--- src/bms_pkg.sv ---
// types and constants shared by the body motion step block
// no dependencies
package bms_pkg;

    localparam int GRAV_CM = 980;

    localparam logic [1:0] CFG_MASS = 2'd0;
    localparam logic [1:0] CFG_MU   = 2'd1;
    localparam logic [1:0] CFG_SIN  = 2'd2;
    localparam logic [1:0] CFG_COS  = 2'd3;

    typedef enum logic [3:0] {
        ST_IDLE,
        ST_SQRT,
        ST_DIVX,
        ST_DIVY,
        ST_FRIC,
        ST_VEL,
        ST_DISP,
        ST_POS,
        ST_OUT
    } t_state;

    // controller to datapath
    typedef struct packed {
        logic load;     // capture the input word
        logic sqrt_init;
        logic sqrt_step;
        logic div_init;
        logic div_step;
        logic div_sel_y;
        logic fric;
        logic vel;
        logic disp;
        logic pos;
        logic hold;     // zero mass: keep state, flag
        logic out_load;
    } t_cmd;

    // datapath to controller
    typedef struct packed {
        logic is_load;
        logic zero_mass;
        logic zero_vel;
        logic sqrt_done;
        logic div_done;
    } t_status;

endpackage

--- src/bms_ctrl.sv ---
// controller state machine for the body motion step block
// depends on bms_pkg
module bms_ctrl import bms_pkg::*; (
    input  logic    i_clk,
    input  logic    i_rst_n,
    input  logic    i_in_valid,
    output logic    o_in_ready,
    output logic    o_out_valid,
    input  logic    i_out_ready,
    input  t_status i_status,
    output t_cmd    o_cmd
);
    t_state r_state, n_state;
    logic   r_out_valid, n_out_valid;

    always_ff @(posedge i_clk) begin
        if (!i_rst_n) begin
            r_state     <= ST_IDLE;
            r_out_valid <= 1'b0;
        end else begin
            r_state     <= n_state;
            r_out_valid <= n_out_valid;
        end
    end

    assign o_out_valid = r_out_valid;

    always_comb begin
        n_state     = r_state;
        n_out_valid = r_out_valid;
        o_cmd       = '0;
        o_in_ready  = 1'b0;
        if (r_out_valid && i_out_ready) begin
            n_out_valid = 1'b0;
        end
        unique case (r_state)
            ST_IDLE: begin
                o_in_ready = 1'b1;
                if (i_in_valid) begin
                    o_cmd.load = 1'b1;
                    n_state    = ST_SQRT;
                end
            end
            ST_SQRT: begin
                // first cycle here after capture: decide the path
                if (i_status.is_load) begin
                    n_state = ST_OUT;
                end else if (i_status.zero_mass) begin
                    o_cmd.hold = 1'b1;
                    n_state    = ST_OUT;
                end else if (i_status.zero_vel) begin
                    n_state = ST_VEL;
                end else begin
                    o_cmd.sqrt_init = 1'b1;
                    n_state         = ST_DIVX;
                end
            end
            ST_DIVX: begin
                // root runs, then x division
                if (!i_status.sqrt_done) begin
                    o_cmd.sqrt_step = 1'b1;
                end else if (!i_status.div_done) begin
                    o_cmd.div_step = 1'b1;
                end else begin
                    o_cmd.div_init  = 1'b1;
                    o_cmd.div_sel_y = 1'b1;
                    n_state         = ST_DIVY;
                end
            end
            ST_DIVY: begin
                o_cmd.div_sel_y = 1'b1;
                if (!i_status.div_done) begin
                    o_cmd.div_step  = 1'b1;
                end else begin
                    n_state = ST_FRIC;
                end
            end
            ST_FRIC: begin
                o_cmd.fric = 1'b1;
                n_state    = ST_VEL;
            end
            ST_VEL: begin
                o_cmd.vel = 1'b1;
                n_state   = ST_DISP;
            end
            ST_DISP: begin
                o_cmd.disp = 1'b1;
                n_state    = ST_POS;
            end
            ST_POS: begin
                o_cmd.pos = 1'b1;
                n_state   = ST_OUT;
            end
            ST_OUT: begin
                if (!r_out_valid || i_out_ready) begin
                    o_cmd.out_load = 1'b1;
                    n_out_valid    = 1'b1;
                    n_state        = ST_IDLE;
                end
            end
            default: n_state = ST_IDLE;
        endcase
    end
endmodule

--- config.mk ---
export PLATFORM = sky130hd
export DESIGN_NAME = bms_ctrl
export DESIGN_NICKNAME = d
export VERILOG_FILES = /design/src/bms_pkg.sv /design/src/bms_ctrl.sv
export SDC_FILE = /design/constraint.sdc
export NUM_CORES = 1
export LEC_CHECK = 0
export ABC_AREA = 1
export BUFFER_PORTS_ARGS = -buffer_cell sky130_fd_sc_hd__clkbuf_2
export CAP_MARGIN = 5
export CORE_AREA = 4 4 41 43
export CTS_BUF_LIST = sky130_fd_sc_hd__clkbuf_16
export DETAILED_ROUTE_END_ITERATION = 12
export DIE_AREA = 0 0 45 47
export PLACE_DENSITY = 0.73
export SETUP_SLACK_MARGIN = 0.4
export SLEW_MARGIN = 20
export SYNTH_ARGS = -nofsm -noshare
export SYNTH_HDL_FRONTEND = slang
export SYNTH_SLANG_ARGS = --single-unit
--- constraint.sdc ---
create_clock -name i_clk -period 3.2 [get_ports i_clk]
set_clock_uncertainty 0.05 [all_clocks]
set_input_delay 0.16 -clock i_clk [delete_from_list [all_inputs] [get_ports i_clk]]
set_output_delay 0.16 -clock i_clk [all_outputs]
set_load 0.01 [all_outputs]
Word-level counts from Yosys, hierarchy flattened. Index checks and enable logic that the tools add are counted. W data, S select, Z words.

Muxes and demuxes: 34. Reductions and logical operators: 5. Equal/unequal tests: 13.

Operators with widths (number): $pmux W4 S9 (1); $mux W4 (7); $mux W1 (22); $eq A4 B3 Y1 const B (4); $ne A2 B2 Y1 const B (5); $eq A4 B2 Y1 const B (2); $mux W3 (2); $reduce_and A5 Y1 (1); $eq A4 B1 Y1 const B (1); $eq A4 B4 Y1 const B (1); $logic_not A4 Y1 (1); $pmux W2 S2 (1); $mux W2 (1); $logic_and A1 B1 Y1 (1); $logic_not A1 Y1 (1); $logic_or A1 B1 Y1 (1).

Bits of input ports: 9. Flip-flop bits (word level): 5. Logic and storage cells: 54. Output and inout bits: 14.

Longest topological paths before layout. Gate-level depths: netlist of run 1.

Word-level depth: 4. Gate-level depth with buffers: 7. Gate-level depth less buffers: 7.

Least setup slack after synthesis of run 1. No wires, ideal clock.

Path type: register -> output. From: register r_state[0]. To: output port o_cmd[6] in the netlist's numbering. Data arrival time: 953 ps. Path buffers: 1. Required time: 2990 ps. Slack: 2037 ps. Cell stages (with the launch flop): 5. Path through: dfxtp_1 -> buf_6 -> nor2_2 -> nand3_1 -> o21ai_0.

RTL lines: start, declared (line bms_ctrl.sv:13) `t_state r_state, n_state;`; start signal, assigned (line bms_ctrl.sv:21) `r_state <= n_state;`; end, declared (line bms_ctrl.sv:11) `output t_cmd o_cmd`.

==> flow_summary.yaml, run 1 <==
floorplanning:
  start_util_pct: 33.1
  die_w_um: 45
  rows: 13
  core_area_um2: 1300
  fp.dieH_um: 47
  dieArea_um2: 2120
  io_pins: 23
synthesis:
  ys_types: 18
  synth.area.top_cells: "dfxtp_1, inv_1, nor2_1"
  synth_compound_area_share_pct: 12.8
  syn_area_per_cell_um2: 5.74
  ys_warn_count: 0
  ys_ff_latch: 5
  yosys.area.top_type: "dfxtp_1"
  synthCells: 75
  yosysSeqAreaShare_pct: 23.3
  yosys.area_share.adder_pct: 0
  synthMuxAreaShare_pct: 0
  synthSimpleGateAreaFrac_pct: 47.4
  synth_top_area_share_pct: 23.3
  syn_nets: 84
  synth-xor-area-share_pct: 0
  synth_top_family_by_area: "simple AND/OR/NAND/NOR gates"
  syn_area_um2: 430
setup_path:
  critPathBufInv: 2
  cp.arrival_ns: 1.37
  path_delay_family: "flip-flops"
  crit_chain: "nand2_1 -> inv_1 -> nand2_1 -> a21oi_1 -> clkbuf_2"
  slowest_stage: "dfxtp_1"
  cpMostUsedCell: "nand2_1"
  worst-path-max-fanout: 8
  cp_slowest_stage_delay_ns: 0.48
  startpoint: "r_state[0]"
  path_class: "reg -> out"
  cp-end-kind: "output port"
  start_kind: "flip-flop"
  worstPathRequired_ns: 2.99
  r2r-start: "r_state[0]"
place:
  dp_hpwl_um: 912
  gp_congestion: 0.885
  io_buffers: 22
drt:
  wire_per_inst_um: 9.97
  drt-total-wl_mm: 1.15
  vias: 541
  ant_nets: 0
  drc_errors: 0
  drt_iter0_markers: 5
  viasPerCell: 4.70
  dr.pass1.iters: 4
pwr:
  ir_worst_vdd_mv: 0.263
  power.density_nw_per_um2: 572
  p_leak_nw: 0.367
worst_hold_path:
  hp-start: "i_rst_n"
  hold_class: "in -> reg"
cts:
  clkTransAtPathRegs_ns: 0.03
  cts_tree: "yes"
  clkLatencyLatePin_ns: 0.23
  cts_buffer_depth: 2
  root_buffer: "clkbuf_16"
  htree_levels: 1
  cts_sinks: 5
  post_cts.repair.setup_buffers: 0
  cts_resized: 0
  hold_buffers: 0
  cts_buffers: 3
global_route:
  grt_antenna_before_repair: 0
  grt_max_degree: 9
  grt_use_total_pct: 12.4
  overflow: 0
  grt_pass1_vias: 485
  grt_pass1_wl_mm: 1.90
layout:
  finalNetCount: 110
  drive_gt1_share_pct: 33.0
  layout_commonest_cell: "clkbuf_2"
  diodes: 0
  layout_common_cells: "clkbuf_2, inv_1, nor2_1"
  area_growth_pct: 45.6
timing:
  finalSetupViolCount: 0
  whs_ns: 0.114
  final.setup.tns_ns: 0
  hold_violations: 0
  min_period_ns: 1.58
  period_share_pct: 49.4
  rsz0062_at_grt: "false"
  slew_headroom_pct: 80.3
  max_freq_mhz: 633
  worst_pin_slew_ns: 0.296
  slew_violations: 0
flow_run:
  drv_cap: 0
status:
  status: "complete, no violations"
==> where the power goes <==
part           switching, mW  leakage, nW  internal (mW)
Clock                 0.0407       0.0423          0.162
Combinational         0.0492        0.284         0.0295
Sequential           0.00902       0.0407         0.0685
==> worst paths after layout <==
| check | endpoint | slack, ns | depth (start not counted) |
|---|---|---|---|
| worst max-delay path | o_cmd[7] | 1.62 | 5 |
| worst max register to register | r_state[1] | 1.97 | 6 |
| worst min register to register | o_out_valid | 0.52 | 4 |
| worst min-delay path | r_state[3] | 0.11 | 3 |
==> layer usage <==
| layer | vias up | global-route usage, % | part of all wire [%] |
|---|---|---|---|
| met5 | - | 0 | 0 |
| met4 | 0 | 7.02 | 1.2 |
| met3 | 2 | 3.45 | 7.0 |
| met2 | 21 | 21.5 | 48 |
| met1 | 230 | 13.7 | 44 |
| li1 | 288 | - | - |
==> metrics by stage <==
step / cell area, µm² / setup WS, ns / utilization (%) / total power, mW / instances
finish: 627 / 1.62 / 48.2 / 0.359 / 115
global route: 627 / 1.53 / 48.2 / 0.379 / 115
CTS: 627 / 1.63 / 48.2 / 0.362 / 115
detailed placement: 548 / 1.88 / 42.1 / 0.157 / 111
global placement: 548 / 1.88 / 42.1 / 0.155 / 111
floorplan: 430 / 2.04 / - / 0.136 / 75
==> Yosys cell counts <==
master	count
inv_1	15
nor2_1	15
nand2_1	11
nand3_1	8
dfxtp_1	5
o21ai_0	4
a21oi_1	3
nand3_2	2
nor2_2	2
nor3_1	2
a21oi_2	1
buf_6	1
inv_2	1
nand2_2	1
nand4_1	1
nor2_4	1
o21ai_1	1
o22ai_1	1
==> worst register-to-register path: stages, from the launching register on <==
cell and delay (ns):
dfxtp_1 0.48, nand2_1 0.12, nor2_1 0.16, nand3_1 0.11, nand3_1 0.10, a21oi_1 0.07
nor2_1 0.09
==> final cells by class <==
class / count / area, µm²
Clock buffer: 3 / 75.1
Multi-Input combinational cell: 53 / 259
Timing Repair Buffer: 22 / 110
Fill cell: 144 / 674
Inverter: 16 / 60.1
Clock inverter: 1 / 3.75
Tap cell: 15 / 18.8
Sequential cell: 5 / 100
==> kinds of logic (layout without fill, tap and decap cells) <==
group	Yosys count	in the layout
flops	5	5
buf+inv	17	42
simple gates	43	43
compound gates	10	10
==> registers in the layout, summed over array words and instances (netlist names) <==
register     count
r_state          4
o_out_valid      1
No activity file was read; power rests on OpenSTA's default activity.
==> run 2, diff against run 1 <==
- clock period: 3.2 -> 1.6 ns (I/O delays scaled with it)
==> flow_summary.yaml, run 2 (same netlist as run 1, synthesis figures left out) <==
setup_path:
  start_kind: "flip-flop"
  path_delay_family: "flip-flops"
  crit_chain: "inv_6 -> nand2_1 -> nor2_2 -> nand3_2 -> inv_1 -> buf_2"
  startpoint: "r_state[1]"
  reg2reg_depth: 6
  rrSetupSlack_ns: 0.30
  critPathBufInv: 3
  worst-path-max-fanout: 5
  cp-end-kind: "output port"
  path_class: "reg -> out"
  cp_slowest_stage_delay_ns: 0.37
  r2r-end: "r_state[0]"
  slowest_stage: "dfxtp_4"
  r2r-start: "r_state[2]"
  cp.arrival_ns: 1.22
  worstPathRequired_ns: 1.47
timing:
  slew_headroom_pct: 78.8
  slew_violations: 0
  hold_violations: 0
  worst_pin_slew_ns: 0.317
  period_share_pct: 84.1
  min_period_ns: 1.35
  whs_ns: 0.0635
  max_freq_mhz: 743
  final.setup.tns_ns: 0
  finalSetupViolCount: 0
  rsz0062_at_grt: "true"
layout:
  top_register: "r_state"
  fill_cells: 112
  drive_gt1_share_pct: 57.3
  stdcell_count: 125
  multiInputGateArea_um2: 344
  final_cell_area_um2: 817
  layout_common_cells: "clkbuf_2, inv_1, nor2_1"
  regArea_um2: 113
  finalNetCount: 120
  largest_reg_flops: 4
  area_growth_pct: 89.8
  layout_commonest_cell: "clkbuf_2"
  diodes: 0
global_route:
  grt_antenna_before_repair: 0
  grt_pass1_vias: 541
  grt_max_degree: 9
  grt_pass1_wl_mm: 2.26
  overflow: 0
  grt_use_total_pct: 14.9
cts:
  root_buffer: "clkbuf_16"
  clkTransAtPathRegs_ns: 0.04
  cts_tree: "yes"
  cts_sinks: 5
  cts_buffer_depth: 2
  htree_levels: 1
  cts_buffers: 3
  clkLatencyLatePin_ns: 0.23
  hold_buffers: 0
worst_hold_path:
  hp-start: "i_rst_n"
  min_to: "r_state[3]"
  holdPathStages: 3
  hold_class: "in -> reg"
drt:
  wire_per_inst_um: 13.1
  ant_nets: 0
  vias: 625
  drt_iter0_markers: 25
  drc_errors: 0
  dr.pass1.iters: 5
  drt-total-wl_mm: 1.64
  viasPerCell: 5.00
pwr:
  ir_worst_vdd_mv: 0.533
  power.density_nw_per_um2: 998
  p_leak_nw: 0.444
floorplanning:
  rows: 13
  core_area_um2: 1300
  fp.dieH_um: 47
  io_pins: 23
  die_w_um: 45
  start_util_pct: 33.1
  dieArea_um2: 2120
place:
  placedInstanceArea_um2: 548
  gp_congestion: 0.812
  dp_hpwl_um: 901
  io_buffers: 22
  dp.cells: 111
flow_run:
  drv_cap: 0
status:
  status: "complete, no violations"
[run 2: cell types whose count changed in the layout (fill, tap and decap cells not counted), moves of 4 or more]
cell      change
buf_2         +4
buf_4         +9
clkbuf_2      -5
dfxtp_1       -4
nand2_1       -4
[run 2: final cells by class]
cell class / count / share of cell area, %
Multi-Input combinational cell: 53 / 42.1
Timing Repair Buffer: 32 / 23.9
Inverter: 16 / 8.27
Clock inverter: 1 / 0.459
Clock buffer: 3 / 9.19
Sequential cell: 5 / 13.8
Tap cell: 15 / 2.30
[run 2: through the flow]
step | power [mW] | worst slack, ns | utilization (%)
after global routing | 0.850 | 0.195 | 62.8
after floorplan | 0.272 | 0.485 | -
final | 0.815 | 0.254 | 62.8
after CTS | 0.762 | 0.314 | 55.1
after global placement | 0.311 | 0.372 | 42.1
after detailed placement | 0.313 | 0.361 | 42.1
[run 2: repair_timing]
item | in CTS | in global routing
buffers inserted | 6 | 4
resized for setup | 19 | 21
endpoints found under the setup margin | 15 | 17
pin swaps | 4 | 6
[run 2: per-layer routing]
layer / global-route usage, % / wire length [µm] / share of wire (%)
met5: 0 / 0 / 0
met4: 5.26 / 31 / 1.9
met3: 2.30 / 110 / 6.7
met2: 31.4 / 937 / 57
met1: 14.2 / 564 / 34
[run 2: worst min-delay path, cell delays in order]
cell	delay, ns
clkbuf_2	0.09
o21ai_0	0.08
inv_1	0.05
[run 2: worst max-delay path by stage]
stage | endpoint | slack (ns) | depth (start not counted)
6_report | o_cmd[10] | 0.25 | 6
5_1_grt | o_cmd[10] | 0.20 | 6
4_1_cts | o_cmd[7] | 0.31 | 5
3_5_place_dp | o_cmd[7] | 0.36 | 5
3_3_place_gp | o_cmd[7] | 0.37 | 5
2_1_floorplan | r_state[1] | 0.48 | 7
[run 2: power breakdown]
group          switching [mW]  leakage, nW  internal, mW
sequential             0.0270       0.0434         0.138
combinational           0.137        0.358         0.103
clock                  0.0857       0.0423         0.324
total                   0.250        0.444         0.565
==> run 3, diff against run 2 <==
- clock period: 1.6 -> 1.4 ns (I/O delays scaled with it)
==> flow_summary.yaml, run 3 (same netlist as run 1, synthesis figures left out) <==
drt:
  dr.max_layer_used: "met4"
  drt_iter0_markers: 15
  drc_errors: 0
  vias: 650
  wl_met3_um: 144
  dr.pass1.iters: 5
  wire_per_inst_um: 14.0
  wl_met1_um: 623
  ant_nets: 0
  drt-total-wl_mm: 1.78
  viasPerCell: 5.12
  wl_met2_um: 980
layout:
  finalNetCount: 122
  largest_reg_flops: 4
  diodes: 0
  area_growth_pct: 97.7
  stdcell_count: 127
  drive_gt1_share_pct: 63.4
  layout_common_cells: "clkbuf_2, inv_1, buf_4"
  top_register: "r_state"
  layout_commonest_cell: "clkbuf_2"
status:
  status: "complete, no violations"
floorplanning:
  core_area_um2: 1300
  io_pins: 23
  rows: 13
  dieArea_um2: 2120
  die_w_um: 45
  start_util_pct: 33.1
  fp.dieH_um: 47
setup_path:
  rrSetupSlack_ns: 0.08
  start_kind: "flip-flop"
  cp-end-kind: "output port"
  path_class: "reg -> out"
  crit_chain: "nand2_2 -> inv_2 -> nand2_1 -> a21oi_1 -> buf_2"
  reg2reg_depth: 8
  path_delay_family: "flip-flops"
  r2r-start: "r_state[3]"
  cp_slowest_stage_delay_ns: 0.41
  worst-path-max-fanout: 7
  r2r-end: "r_state[1]"
  cp.arrival_ns: 1.21
  worstPathRequired_ns: 1.28
  critPathBufInv: 2
  slowest_stage: "dfxtp_4"
pwr:
  p_leak_nw: 0.446
  power.density_nw_per_um2: 1140
  ir_worst_vdd_mv: 0.906
cts:
  clkTransAtPathRegs_ns: 0.03
  root_buffer: "clkbuf_16"
  clkLatencyLatePin_ns: 0.23
  htree_levels: 1
  cts_tree: "yes"
  cts_sinks: 5
  cts_buffers: 3
  hold_buffers: 0
  cts_buffer_depth: 2
timing:
  max_freq_mhz: 754
  finalSetupViolCount: 0
  setup_ws_ns: 0.0737
  period_share_pct: 94.7
  slew_headroom_pct: 81.6
  slew_violations: 0
  min_period_ns: 1.33
  worst_pin_slew_ns: 0.275
  hold_violations: 0
  rsz0062_at_grt: "true"
place:
  io_buffers: 22
  dp_hpwl_um: 964
  dp.cells: 111
  post-place-ws_ns: 0.0878
  gp_congestion: 0.852
global_route:
  grt_max_degree: 8
  overflow: 0
  grt_pass1_wl_mm: 2.25
  grt_antenna_before_repair: 0
  grt_use_total_pct: 15.0
  grt_pass1_vias: 568
worst_hold_path:
  holdPathStages: 3
  hp-start: "i_rst_n"
  min_to: "r_state[3]"
  hold_class: "in -> reg"
flow_run:
  drv_cap: 0
-- run 3: layout make-up --
type / count / area [µm²]
Sequential cell: 5 / 116
Clock inverter: 1 / 3.75
Clock buffer: 3 / 75.1
Multi-Input combinational cell: 53 / 357
Fill cell: 116 / 450
Timing Repair Buffer: 34 / 210
Inverter: 16 / 70.1
Tap cell: 15 / 18.8
-- run 3: repair_timing --
action                                  4_1_cts  5_1_grt
endpoints found under the setup margin       17       17
pin swaps                                     2        5
gates resized for setup                       8       28
gates cloned                                  0        0
buffers inserted                              8        4
-- run 3: through the flow --
stage / hold slack (ns) / total power [mW] / utilization (%) / setup TNS, ns / instance area [µm²]
2_1_floorplan: 0.134 / 0.331 / - / 0 / 470
3_3_place_gp: 0.249 / 0.377 / 45.2 / 0 / 588
3_5_place_dp: 0.254 / 0.379 / 45.2 / 0 / 588
4_1_cts: 0.0193 / 0.892 / 57.5 / 0 / 748
5_1_grt: 0.0603 / 1.02 / 65.4 / -0.00218 / 851
6_report: 0.0235 / 0.969 / 65.4 / 0 / 851
-- run 3: where the power goes --
group / switching [mW] / leakage (nW) / internal [mW]
combinational: 0.180 / 0.360 / 0.140
sequential: 0.0299 / 0.0441 / 0.158
clock: 0.0917 / 0.0423 / 0.370
-- run 3: how the worst max path moves through the flow --
stage / from / endpoint / slack [ns] / cells after the start
floorplan: r_state[1] / r_state[1] / 0.35 / 7
global placement: r_state[0] / o_cmd[7] / 0.14 / 5
detailed placement: r_state[0] / o_cmd[7] / 0.09 / 5
CTS: r_state[2] / o_cmd[9] / 0.09 / 5
global route: r_state[0] / o_cmd[7] / -0.002 / 5
finish: r_state[0] / o_cmd[7] / 0.07 / 5
-- run 3: tightest hold or removal path, cell delays in order --
cell and delay (ns):
clkbuf_2 0.09, o21ai_0 0.06, inv_1 0.04
-- run 3: routing by layer --
metal,vias to the layer above,GRT usage [%]
li1,311,-
met1,297,15.1
met2,36,28.8
met3,6,4.60
met4,0,5.26
met5,-,0
